--- config.mk ---
export PLATFORM = sky130hd
export DESIGN_NAME = band_level_peak_normalizer_top
export DESIGN_NICKNAME = d
export VERILOG_FILES = /design/src/rtl/core/blpn_pkg.sv /design/src/rtl/core/blpn_datapath.sv /design/src/rtl/core/blpn_controller.sv /design/src/rtl/core/band_level_peak_normalizer_top.sv
export SDC_FILE = /design/constraint.sdc
export NUM_CORES = 2
export LEC_CHECK = 0
export BUFFER_PORTS_ARGS = -buffer_cell sky130_fd_sc_hd__buf_2
export CELL_PAD_IN_SITES_DETAIL_PLACEMENT = 1
export CELL_PAD_IN_SITES_GLOBAL_PLACEMENT = 1
export CORE_UTILIZATION = 34
export CTS_BUF_LIST = sky130_fd_sc_hd__clkbuf_16
export DETAILED_ROUTE_END_ITERATION = 10
export PLACE_DENSITY_LB_ADDON = 0.1
export REMOVE_ABC_BUFFERS = 1
export SLEW_MARGIN = 10
export SYNTH_ARGS = -nofsm -noshare
export SYNTH_HDL_FRONTEND = slang
export SYNTH_SLANG_ARGS = --single-unit
--- constraint.sdc ---
create_clock -name clk -period 13.1 [get_ports clk]
set_clock_uncertainty 0.1 [all_clocks]
set_input_delay 1.965 -clock clk [delete_from_list [all_inputs] [get_ports clk]]
set_output_delay 1.965 -clock clk [all_outputs]
set_load 0.005 [all_outputs]
--- src/rtl/core/blpn_pkg.sv ---
// ----------------------------------------------------------------------------
// blpn_pkg
// Shared types and constants for the band level peak normalizer.
// ----------------------------------------------------------------------------
package blpn_pkg;

    localparam int NUM_BANDS   = 3;
    localparam int CFG_W       = 32;
    localparam int CFG_IDX_W   = 3;
    localparam int FLOOR_W     = 32;
    localparam int DECAY_W     = 16;
    localparam int KEEP_W      = 17;
    localparam int KEEP_FRAC   = 16;
    localparam int KEEP_ONE    = 65536;
    localparam int KEEP_HALF   = 32768;

    // Reset values of the tracked peaks, integer energy units
    localparam int BASS_PEAK_INIT   = 240000;
    localparam int MID_PEAK_INIT    = 200000;
    localparam int TREBLE_PEAK_INIT = 180000;

    localparam logic [FLOOR_W-1:0] BASS_FLOOR_RST   = FLOOR_W'(120000);
    localparam logic [FLOOR_W-1:0] MID_FLOOR_RST    = FLOOR_W'(100000);
    localparam logic [FLOOR_W-1:0] TREBLE_FLOOR_RST = FLOOR_W'(90000);
    localparam logic [DECAY_W-1:0] BASS_DECAY_RST   = DECAY_W'(1600);
    localparam logic [DECAY_W-1:0] MID_DECAY_RST    = DECAY_W'(1333);
    localparam logic [DECAY_W-1:0] TREBLE_DECAY_RST = DECAY_W'(1200);
    localparam logic [KEEP_W-1:0]  SMOOTH_KEEP_RST  = KEEP_W'(39322);

    typedef logic [1:0] band_idx_t;

    localparam band_idx_t BAND_BASS   = 2'd0;
    localparam band_idx_t BAND_MID    = 2'd1;
    localparam band_idx_t BAND_TREBLE = 2'd2;

    typedef enum logic [CFG_IDX_W-1:0] {
        REG_BASS_FLOOR   = 3'd0,
        REG_MID_FLOOR    = 3'd1,
        REG_TREBLE_FLOOR = 3'd2,
        REG_BASS_DECAY   = 3'd3,
        REG_MID_DECAY    = 3'd4,
        REG_TREBLE_DECAY = 3'd5,
        REG_SMOOTH_KEEP  = 3'd6
    } cfg_reg_t;

    typedef enum logic [2:0] {
        ST_IDLE,
        ST_PEAK,
        ST_DIV,
        ST_DECAY,
        ST_MAC,
        ST_STORE,
        ST_FINISH
    } state_t;

    typedef struct packed {
        logic      load_in;
        logic      peak_init;
        logic      div_step;
        logic      decay;
        logic      mac;
        logic      store;
        logic      out_load;
        band_idx_t band;
    } cmd_t;

endpackage

--- src/rtl/core/blpn_datapath.sv ---
// ----------------------------------------------------------------------------
// blpn_datapath
// Band registers, shared restoring divider, peak decay and smoothing MAC.
// ----------------------------------------------------------------------------
module blpn_datapath
    import blpn_pkg::*;
#(
    parameter int ENERGY_WIDTH    = 32,
    parameter int PEAK_FRAC_BITS  = 4,
    parameter int LEVEL_FRAC_BITS = 16
) (
    input  logic                       clk,
    input  logic                       rst_n,
    input  logic                       cfg_write,
    input  logic [CFG_IDX_W-1:0]       cfg_index,
    input  logic [CFG_W-1:0]           cfg_data,
    input  cmd_t                       cmd,
    input  logic [ENERGY_WIDTH-1:0]    bass_energy,
    input  logic [ENERGY_WIDTH-1:0]    mid_energy,
    input  logic [ENERGY_WIDTH-1:0]    treble_energy,
    output logic [LEVEL_FRAC_BITS:0]   bass_level,
    output logic [LEVEL_FRAC_BITS:0]   mid_level,
    output logic [LEVEL_FRAC_BITS:0]   treble_level,
    output logic [LEVEL_FRAC_BITS:0]   bass_smoothed,
    output logic [LEVEL_FRAC_BITS:0]   mid_smoothed,
    output logic [LEVEL_FRAC_BITS:0]   treble_smoothed
);

    localparam int LW   = LEVEL_FRAC_BITS + 1;
    localparam int PKW  = ((ENERGY_WIDTH > 18) ? ENERGY_WIDTH : 18) + PEAK_FRAC_BITS;
    localparam int CMPW = ((ENERGY_WIDTH > FLOOR_W) ? ENERGY_WIDTH : FLOOR_W)
                          + PEAK_FRAC_BITS;
    localparam int AW   = LW + KEEP_W + 1;

    logic [ENERGY_WIDTH-1:0] energy_reg [NUM_BANDS];
    logic [PKW-1:0]          peak_reg   [NUM_BANDS];
    logic [LW-1:0]           smooth_reg [NUM_BANDS];
    logic [LW-1:0]           level_reg  [NUM_BANDS];
    logic [FLOOR_W-1:0]      floor_reg  [NUM_BANDS];
    logic [DECAY_W-1:0]      decay_reg  [NUM_BANDS];
    logic [KEEP_W-1:0]       keep_reg;

    logic [PKW-1:0]          p_reg;
    logic [PKW-1:0]          rem_reg;
    logic [LW-1:0]           q_reg;
    logic [AW-1:0]           acc_reg;

    logic [LW-1:0]           bass_level_reg, mid_level_reg, treble_level_reg;
    logic [LW-1:0]           bass_smoothed_reg, mid_smoothed_reg, treble_smoothed_reg;

    logic [PKW-1:0]    eq;
    logic [PKW-1:0]    peak_cur;
    logic [PKW-1:0]    peak_max;
    logic              q_first;
    logic [PKW:0]      rem2;
    logic              rem_ge;
    logic [PKW:0]      rem_sub;
    logic [CMPW-1:0]   floor_ext;
    logic [CMPW-1:0]   p_ext;
    logic [PKW-1:0]    decay_ext;
    logic [PKW-1:0]    peak_decayed;
    logic [KEEP_W-1:0] keep_c;
    logic [KEEP_W-1:0] keep_new;

    always_comb
    begin
        eq        = PKW'(energy_reg[cmd.band]) << PEAK_FRAC_BITS;
        peak_cur  = peak_reg[cmd.band];
        peak_max  = (eq > peak_cur) ? eq : peak_cur;
        // eq never exceeds the updated peak, so the integer bit is set only on a tie
        q_first   = (eq == peak_max);

        rem2      = {rem_reg, 1'b0};
        rem_ge    = (rem2 >= {1'b0, p_reg});
        rem_sub   = rem2 - {1'b0, p_reg};

        floor_ext = CMPW'(floor_reg[cmd.band]) << PEAK_FRAC_BITS;
        p_ext     = CMPW'(p_reg);
        decay_ext = PKW'(decay_reg[cmd.band]);
        // saturate at one LSB so the next divisor is never zero
        peak_decayed = (p_reg > decay_ext) ? (p_reg - decay_ext) : PKW'(1);

        keep_c    = (keep_reg > KEEP_W'(KEEP_ONE)) ? KEEP_W'(KEEP_ONE) : keep_reg;
        keep_new  = KEEP_W'(KEEP_ONE) - keep_c;
    end

    // configuration registers and band state
    always_ff @(posedge clk or negedge rst_n)
    begin
        if (!rst_n)
        begin
            floor_reg[BAND_BASS]   <= BASS_FLOOR_RST;
            floor_reg[BAND_MID]    <= MID_FLOOR_RST;
            floor_reg[BAND_TREBLE] <= TREBLE_FLOOR_RST;
            decay_reg[BAND_BASS]   <= BASS_DECAY_RST;
            decay_reg[BAND_MID]    <= MID_DECAY_RST;
            decay_reg[BAND_TREBLE] <= TREBLE_DECAY_RST;
            keep_reg               <= SMOOTH_KEEP_RST;
            peak_reg[BAND_BASS]    <= PKW'(BASS_PEAK_INIT) << PEAK_FRAC_BITS;
            peak_reg[BAND_MID]     <= PKW'(MID_PEAK_INIT) << PEAK_FRAC_BITS;
            peak_reg[BAND_TREBLE]  <= PKW'(TREBLE_PEAK_INIT) << PEAK_FRAC_BITS;
            for (int i = 0; i < NUM_BANDS; i++)
            begin
                smooth_reg[i] <= '0;
            end
        end
        else
        begin
            if (cfg_write)
            begin
                unique case (cfg_index)
                    REG_BASS_FLOOR:   floor_reg[BAND_BASS]   <= cfg_data[FLOOR_W-1:0];
                    REG_MID_FLOOR:    floor_reg[BAND_MID]    <= cfg_data[FLOOR_W-1:0];
                    REG_TREBLE_FLOOR: floor_reg[BAND_TREBLE] <= cfg_data[FLOOR_W-1:0];
                    REG_BASS_DECAY:   decay_reg[BAND_BASS]   <= cfg_data[DECAY_W-1:0];
                    REG_MID_DECAY:    decay_reg[BAND_MID]    <= cfg_data[DECAY_W-1:0];
                    REG_TREBLE_DECAY: decay_reg[BAND_TREBLE] <= cfg_data[DECAY_W-1:0];
                    REG_SMOOTH_KEEP:  keep_reg               <= cfg_data[KEEP_W-1:0];
                    default:          ;
                endcase
            end

            if (cmd.peak_init)
            begin
                peak_reg[cmd.band] <= peak_max;
            end
            else if (cmd.decay && (p_ext > floor_ext))
            begin
                peak_reg[cmd.band] <= peak_decayed;
            end

            if (cmd.store)
            begin
                smooth_reg[cmd.band] <= acc_reg[KEEP_FRAC +: LW];
            end
        end
    end

    // working registers, no reset needed
    always_ff @(posedge clk)
    begin
        if (cmd.load_in)
        begin
            energy_reg[BAND_BASS]   <= bass_energy;
            energy_reg[BAND_MID]    <= mid_energy;
            energy_reg[BAND_TREBLE] <= treble_energy;
        end

        if (cmd.peak_init)
        begin
            p_reg   <= peak_max;
            rem_reg <= q_first ? '0 : eq;
            q_reg   <= LW'(q_first);
        end
        else if (cmd.div_step)
        begin
            rem_reg <= rem_ge ? rem_sub[PKW-1:0] : rem2[PKW-1:0];
            q_reg   <= {q_reg[LW-2:0], rem_ge};
        end

        if (cmd.decay)
        begin
            level_reg[cmd.band] <= q_reg;
            acc_reg <= AW'(keep_c) * AW'(smooth_reg[cmd.band]) + AW'(KEEP_HALF);
        end
        else if (cmd.mac)
        begin
            acc_reg <= acc_reg + AW'(keep_new) * AW'(level_reg[cmd.band]);
        end

        if (cmd.out_load)
        begin
            bass_level_reg      <= level_reg[BAND_BASS];
            mid_level_reg       <= level_reg[BAND_MID];
            treble_level_reg    <= level_reg[BAND_TREBLE];
            bass_smoothed_reg   <= smooth_reg[BAND_BASS];
            mid_smoothed_reg    <= smooth_reg[BAND_MID];
            treble_smoothed_reg <= smooth_reg[BAND_TREBLE];
        end
    end

    assign bass_level      = bass_level_reg;
    assign mid_level       = mid_level_reg;
    assign treble_level    = treble_level_reg;
    assign bass_smoothed   = bass_smoothed_reg;
    assign mid_smoothed    = mid_smoothed_reg;
    assign treble_smoothed = treble_smoothed_reg;

endmodule

--- src/rtl/core/blpn_controller.sv ---
// ----------------------------------------------------------------------------
// blpn_controller
// Sequencer that walks the three bands through peak, divide, decay, smooth.
// ----------------------------------------------------------------------------
module blpn_controller
    import blpn_pkg::*;
#(
    parameter int LEVEL_FRAC_BITS = 16
) (
    input  logic clk,
    input  logic rst_n,
    input  logic in_valid,
    output logic in_stall,
    output logic out_valid,
    input  logic out_stall,
    output cmd_t cmd
);

    localparam int IW = $clog2(LEVEL_FRAC_BITS);

    state_t          state_reg, state_next;
    band_idx_t       band_reg, band_next;
    logic [IW-1:0]   iter_reg, iter_next;
    logic            out_valid_reg, out_valid_next;

    always_ff @(posedge clk or negedge rst_n)
    begin
        if (!rst_n)
        begin
            state_reg     <= ST_IDLE;
            band_reg      <= BAND_BASS;
            iter_reg      <= '0;
            out_valid_reg <= 1'b0;
        end
        else
        begin
            state_reg     <= state_next;
            band_reg      <= band_next;
            iter_reg      <= iter_next;
            out_valid_reg <= out_valid_next;
        end
    end

    always_comb
    begin
        state_next     = state_reg;
        band_next      = band_reg;
        iter_next      = iter_reg;
        cmd            = '0;
        cmd.band       = band_reg;
        // drop the held result once the transaction completes
        out_valid_next = out_valid_reg && out_stall;

        unique case (state_reg)
            ST_IDLE:
            begin
                if (in_valid)
                begin
                    cmd.load_in = 1'b1;
                    band_next   = BAND_BASS;
                    state_next  = ST_PEAK;
                end
            end
            ST_PEAK:
            begin
                cmd.peak_init = 1'b1;
                iter_next     = '0;
                state_next    = ST_DIV;
            end
            ST_DIV:
            begin
                cmd.div_step = 1'b1;
                if (iter_reg == IW'(LEVEL_FRAC_BITS - 1))
                begin
                    state_next = ST_DECAY;
                end
                else
                begin
                    iter_next = iter_reg + 1'b1;
                end
            end
            ST_DECAY:
            begin
                cmd.decay  = 1'b1;
                state_next = ST_MAC;
            end
            ST_MAC:
            begin
                cmd.mac    = 1'b1;
                state_next = ST_STORE;
            end
            ST_STORE:
            begin
                cmd.store = 1'b1;
                if (band_reg == BAND_TREBLE)
                begin
                    state_next = ST_FINISH;
                end
                else
                begin
                    band_next  = band_reg + 1'b1;
                    state_next = ST_PEAK;
                end
            end
            ST_FINISH:
            begin
                // hold until the output register is free or being emptied
                if (!out_valid_reg || !out_stall)
                begin
                    cmd.out_load   = 1'b1;
                    out_valid_next = 1'b1;
                    state_next     = ST_IDLE;
                end
            end
            default:
            begin
                state_next = ST_IDLE;
            end
        endcase
    end

    assign in_stall  = (state_reg != ST_IDLE);
    assign out_valid = out_valid_reg;

endmodule

--- src/rtl/core/band_level_peak_normalizer_top.sv ---
// ----------------------------------------------------------------------------
// band_level_peak_normalizer_top
// Per-band peak tracking normalizer with exponential level smoothing.
// ----------------------------------------------------------------------------
//  Channel  Handshake             Payload
//  in       in_valid / in_stall   bass_energy, mid_energy, treble_energy
//  out      out_valid / out_stall bass/mid/treble_level, bass/mid/treble_smoothed
//  cfg      cfg_write             cfg_index, cfg_data (no read-back)
//
//  A transaction walks the three bands in turn through the single restoring
//  divider that they share, one quotient bit per cycle, followed by decay and
//  a smoothing MAC that scales the old smoothed level and adds the new level.
//  in_stall is high from accept until the result moves to the output register;
//  a result held under out_stall does not block the next input transaction.
//  Reset loads the register defaults, the initial peaks and zero smoothed levels.
// ----------------------------------------------------------------------------
module band_level_peak_normalizer_top
    import blpn_pkg::*;
#(
    parameter int ENERGY_WIDTH    = 32,
    parameter int PEAK_FRAC_BITS  = 4,
    parameter int LEVEL_FRAC_BITS = 16
) (
    input  logic                     clk,
    input  logic                     rst_n,
    input  logic                     cfg_write,
    input  logic [CFG_IDX_W-1:0]     cfg_index,
    input  logic [CFG_W-1:0]         cfg_data,
    input  logic                     in_valid,
    output logic                     in_stall,
    input  logic [ENERGY_WIDTH-1:0]  bass_energy,
    input  logic [ENERGY_WIDTH-1:0]  mid_energy,
    input  logic [ENERGY_WIDTH-1:0]  treble_energy,
    output logic                     out_valid,
    input  logic                     out_stall,
    output logic [LEVEL_FRAC_BITS:0] bass_level,
    output logic [LEVEL_FRAC_BITS:0] mid_level,
    output logic [LEVEL_FRAC_BITS:0] treble_level,
    output logic [LEVEL_FRAC_BITS:0] bass_smoothed,
    output logic [LEVEL_FRAC_BITS:0] mid_smoothed,
    output logic [LEVEL_FRAC_BITS:0] treble_smoothed
);

    cmd_t cmd;

    blpn_controller #(
        .LEVEL_FRAC_BITS (LEVEL_FRAC_BITS)
    ) u_controller (
        .clk       (clk),
        .rst_n     (rst_n),
        .in_valid  (in_valid),
        .in_stall  (in_stall),
        .out_valid (out_valid),
        .out_stall (out_stall),
        .cmd       (cmd)
    );

    blpn_datapath #(
        .ENERGY_WIDTH    (ENERGY_WIDTH),
        .PEAK_FRAC_BITS  (PEAK_FRAC_BITS),
        .LEVEL_FRAC_BITS (LEVEL_FRAC_BITS)
    ) u_datapath (
        .clk             (clk),
        .rst_n           (rst_n),
        .cfg_write       (cfg_write),
        .cfg_index       (cfg_index),
        .cfg_data        (cfg_data),
        .cmd             (cmd),
        .bass_energy     (bass_energy),
        .mid_energy      (mid_energy),
        .treble_energy   (treble_energy),
        .bass_level      (bass_level),
        .mid_level       (mid_level),
        .treble_level    (treble_level),
        .bass_smoothed   (bass_smoothed),
        .mid_smoothed    (mid_smoothed),
        .treble_smoothed (treble_smoothed)
    );

endmodule
# Word-level counts from Yosys, hierarchy flattened
# Memories as Yosys holds them, arrays and structs flattened. A register that Yosys moved wholly into a read port is not among the register bits.
# Cells that the tools add are included.
# totals
latchBits	0
ff_bits	505
output_inout_bits	104
rom_bits	0
wordCells	145
inputBits	136
n_memories	2
ram_bits	147
# op_classes
n_mux	57
div	0
shift	0
n_bitwise	1
eq_ne	20
n_addsub	7
order_cmp	7
reduce_logical	24
n_mul	2
# memory_table
memory	depth	word_bits	rd	rd_clocked_by_memory_dff	wr	line	rtl
u_datapath.energy_reg	3	32	1	0	3	blpn_datapath.sv:35	logic [ENERGY_WIDTH-1:0] energy_reg [NUM_BANDS];
u_datapath.level_reg	3	17	4	3	1	blpn_datapath.sv:38	logic [LW-1:0] level_reg [NUM_BANDS];
# ops
op	n
$mux 36	9
$bwmux 108	2
$mux 108	2
$bmux 36 s2	1
$demux 36 s2	1
$gt 36x36->1	2
$mux 35	2
$mul 17x17->34	2
$mux 17	4
$bmux 32 s2	1
$mux 32	2
$bwmux 51	1
$ge 37x36->1	1
$eq 36x36->1	1
$gt 36x16->1	1
$sub 36x16->36	1
$sub 36x36->36	1
$add 34x16->35 const B	1
$add 35x34->35	1
$bmux 17 s2	1
$demux 17 s2	1
$bmux 16 s2	1
$mux 16	2
$pmux 3 s7	1
other kinds (28)	76

# Longest topological paths before layout
# logic_depth
depth_word	9
ltp_mapped	40
ltp_nobuf	38

# Cells and area by module
# From an unflattened synthesis, not the netlist that was laid out.
# hier_totals
hier_cells	5104
hier_area_um2	53633.9
# by_module_without_submodules
mod	seq_area_each_um2	cells_per_inst	area_each_um2	n_inst
blpn_datapath	19580.0	5044	53043.4	1
blpn_controller	250.2	60	590.6	1

# Worst setup path before layout
# OpenSTA, ideal clock, no wires.
# synth_path
kind	flip-flop to flip-flop
start	register u_datapath.keep_reg[2]
end	register u_datapath.acc_reg[30], data pin
slack_ps	3880
n_path_buf	2
arrival_ps	8864
period_less_slack_ps	9220
path_stages_with_launch	37
setup_time_ps	256
t_required_ps	12744
path_cell_list	dfrtp_1 -> nor4_2 -> nand2_1 -> nor4_1 -> nand3_1 -> o21ai_1 -> and2_1 -> clkbuf_1 -> inv_1 -> clkbuf_1 -> ha_1 -> o21ai_1 -> or3_1 -> nor2_1 -> o21ai_1 -> nor3_1 -> o22ai_1 -> nor2_1 -> fa_1 -> inv_1 -> fa_1 -> inv_1 -> fa_1 -> fa_1 -> fa_1 -> inv_1 -> fa_1 -> inv_1 -> ha_1 -> nand4_1 -> or2_2 -> o41ai_1 -> o41ai_1 -> o21ai_1 -> xnor2_1 -> nor2_1 -> a31o_2
# synth_via
elab_chain_cells	7
elab_cells_between_ends	9
cone_classes	add/sub (3); mul (2); order compare (1); mux (3)
# synth_rtl
element	line	rtl
start: declaration	blpn_datapath.sv:41	logic [KEEP_W-1:0] keep_reg;
start signal: assignment	blpn_datapath.sv:118	REG_SMOOTH_KEEP: keep_reg <= cfg_data[KEEP_W-1:0];
$gt 17x17->1	blpn_datapath.sv:83	keep_c = (keep_reg > KEEP_W'(KEEP_ONE)) ? KEEP_W'(KEEP_ONE) : keep_reg;
$mux 17 (*)	blpn_datapath.sv:83	
$sub 17x17->17	blpn_datapath.sv:84	keep_new = KEEP_W'(KEEP_ONE) - keep_c;
$mul 17x17->34	blpn_datapath.sv:168	acc_reg <= acc_reg + AW'(keep_new) * AW'(level_reg[cmd.band]);
$add 35x34->35	blpn_datapath.sv:168	
$mux 35	blpn_datapath.sv:166	else if (cmd.mac)
$mux 35 (*)	blpn_datapath.sv:161	if (cmd.decay)
end signal: assignment	blpn_datapath.sv:164	acc_reg <= AW'(keep_c) * AW'(smooth_reg[cmd.band]) + AW'(KEEP_HALF);
end signal: assignment	blpn_datapath.sv:168	
end: declaration	blpn_datapath.sv:46	logic [AW-1:0] acc_reg;
# Every way passes the cells marked *; elsewhere a longest branch is shown, timed or not. The select of a mux whose other input is x is not followed.
# A chain may end at the register's enable or synchronous reset.

# Worst setup path in the final report
# Ends and elaborated chain as after synthesis.

==> results.md <==
* CTS Hold Bufs at 0
* #FFs+latches synth at ~720
* Total wire length at 176.0 mm
* Iter 0 DRT Violations at roughly 1700
* Flop-to-flop setup slack at ~2.1 ns
* RSZ-0062 raised after global routing: no
* Nets at 6275
* DRC at 0
* Layout cell share with drive strength beyond 1 at 16.79%
* Std cell rows at about 150
* Fmax at 90.66 MHz
* Final Max Slew Viols at 0
* Rel. slew slack at between 20% and 30%
* Top Usage Layer GRT: met2
* Met2 usage at 39.63%
* Number of port buffers at 239
* Period utilization at 84.20%
* First-pass GRT wire length at 268.3 mm
* Max FFs per register at 108
* Pre-CTS setup slack at 2.024 ns
* WS Path Type: flip-flop to flip-flop
* Num ports at 240
* Largest net degree at the start of global routing at 79
* GRT met3 Usage at under 10%
* Met1 GRT Util at between 20% and 30%
* Core footprint at about 160000 sq um
* Async set-or-reset flop fraction in the synthesized netlist at 45.96%
* DIE AREA at around 160000 sq um
* Clock Tree Buf Depth at 3
* Vias at 37970
* Height of the die at 400.6 microns
* Hold Path End: treble_level[10]$_DFFE_PP_
* Min-Delay Startpoint: u_datapath.level_reg[2][10]$_DFFE_PP_
* Post-synthesis cell count at 5096
* RePlAce Congestion at 0.8838
* Yosys top cell by area: edfxtp_1
* Ys flop type: edfxtp_1
* Yosys warning count at 0
* Post-DRT Antenna Nets at 0
* Post-synth top area share at between 20% and 30%
* Critical path's slowest cell: o22ai_1
* Setup crit end kind: flip-flop
* EDFF count, synth at 372
* CP Data Arrival Time at 11.39 ns
* Largest cells by area after synthesis: edfxtp_1 21%, fa_1 18%, dfrtp_1 12%, ha_1 7.8%, mux2_2 6.6%
* Syn Std Cell Area at between 50000 and 60000 sq um
* Sequential element share of the synthesized area at 36.71%
* Finish-stage setup viols at 0
* Initial Utilization at 34.42%
* Critical R2R Launch: u_datapath.keep_reg[2]$_DFFE_PN0P_
* Netlist cell types at 83
* Worst Max-Slew Pin Slew at 1.166 ns
* Final Util at roughly two fifths
* Clk_lat worst skew at 0.72 ns
* Total CTS buffers at 86
* Post-route setup slack at 2.069 ns
* Worst Hold Class: flip-flop to flip-flop
* Chip width at 400.6 microns
* Final hold viol count at 0
* Tmin final at 11.03 ns
* Synth Area per Inst at 10.60 sq um
* HPWL Detailed at around 140 mm
* Routed length per instance at 23.60 microns
* Grt total ovfl at 0
* CTS tree: built
* Worst setup SP type: flip-flop
* Post-CTS resize count at 0
* Hold depth at 0
* Status: finished, final reports clean
* CP Data Required Time at 13.46 ns
* Root Driver: clkbuf_16
* Initial antenna violation count at 14
* CTS sink count at a little over 700
* Number of global-route vias before repair at 41820
* Global Route Usage Sum at 22.13%
* Max-Cap Viols at 0
* R2R cell count at 36
* Total number of H-tree levels at 3
* CP dominant cell by count: fa_1
* Maximum fanout along the worst path at 23
* DRT Pass-1 Iters at 5
* Reg2reg end: u_datapath.acc_reg[30]$_DFFE_PP_
* Setup bufs post-CTS at 0
* Critical path's largest stage delay at 0.78 ns
* Vias/cell at between 5 and 6
* Layout area overhead at 12.61%
* CTS clk-pin slew, worst paths at approximately 0.06 ns
logic make-up after synthesis:
family | count (synthesis) | share of synthesized area [%]
AOI/OAI and AO/OA | 644 | 7.560
xor gates and xnor gates | 159 | 2.578
adders and majority gates | 817 | 25.61
buffers and inverters | 943 | 6.717
DFF | 718 | 36.71
muxes | 521 | 10.46
and+or+nand+nor | 1294 | 10.36
per-layer routing:
layer	part of all wire, %	vias to the layer above
li1	-	17350
met1	44	19770
met2	51	617
met3	3.3	215
met4	2.4	10
met5	0.032	-
critical path, delay by kind of cell, from the launching register on:
family / cells / cell delay [ns]
simple gates: 12 / 2.56
buf+inv: 7 / 0.72
fa+ha+maj: 8 / 3.76
xor+xnor: 1 / 0.15
flops: 1 / 0.44
compound gates: 8 / 3.04
worst max-delay path by stage:
stage | start | slack, ns | end
final | u_datapath.keep_reg[2]$_DFFE_PN0P_ | 2.07 | u_datapath.acc_reg[30]$_DFFE_PP_
after CTS | u_datapath.keep_reg[2]$_DFFE_PN0P_ | 1.99 | u_datapath.acc_reg[30]$_DFFE_PP_
after detailed placement | u_datapath.keep_reg[2]$_DFFE_PN0P_ | 2.02 | u_datapath.acc_reg[30]$_DFFE_PP_
after global placement | u_datapath.keep_reg[2]$_DFFE_PN0P_ | 2.25 | u_datapath.acc_reg[30]$_DFFE_PP_
after global routing | u_datapath.keep_reg[2]$_DFFE_PN0P_ | 1.41 | u_datapath.acc_reg[30]$_DFFE_PP_
after floorplan | u_controller.band_reg[1]$_DFFE_PN0P_ | -4.19 | u_datapath.acc_reg[31]$_DFFE_PP_
through the flow:
step / setup TNS (ns) / hold WS [ns] / cells / cell area, sq um
2_1_floorplan: -264.82 / 0.3204 / 4896 / 53180
3_3_place_gp: 0 / 0.3314 / 7292 / 57890
3_5_place_dp: 0 / 0.3307 / 7292 / 57890
4_1_cts: 0 / 0.3446 / 7454 / 60820
5_1_grt: 0 / 0.3552 / 7457 / 60820
6_report: 0 / 0.3422 / 7460 / 60830
area by class of cell:
type | count | area [sq um]
clock buffers | 87 | 2177
fillers | 17320 | 96100
inverters | 743 | 2791
clock inverters | 75 | 744.5
repair buffers | 338 | 1962
flip-flops and latches | 718 | 19840
well taps | 2058 | 2575
multi-input cells | 3435 | 30730
diodes | 6 | 15.01
cell usage after synthesis, drive strengths merged, types with 46 or more instances:
| cell type | count |
|---|---|
| clkbuf | 136 |
| ha | 336 |
| nand2 | 537 |
| xor2 | 58 |
| o21ai | 152 |
| edfxtp | 372 |
| nor2 | 449 |
| a21oi | 197 |
| a21o | 76 |
| buf | 64 |
| fa | 481 |
| mux2 | 318 |
| inv | 741 |
| nor3 | 46 |
| dfstp | 65 |
| mux2i | 200 |
| dfrtp | 265 |
| xnor2 | 101 |
cell usage in the layout (no fill, tap or decap), types with 117 or more instances in the layout:
master    count
dfrtp_1     263
nor2_1      446
ha_1        336
o21ai_0     117
mux2_2      317
nand2_1     534
mux2i_1     200
buf_2       238
inv_1       761
edfxtp_1    372
a21oi_1     193
fa_1        481
Power is left out: the tool's default activity adds up to more than one toggle a clock period on the data nets, which glitch-free logic cannot reach.
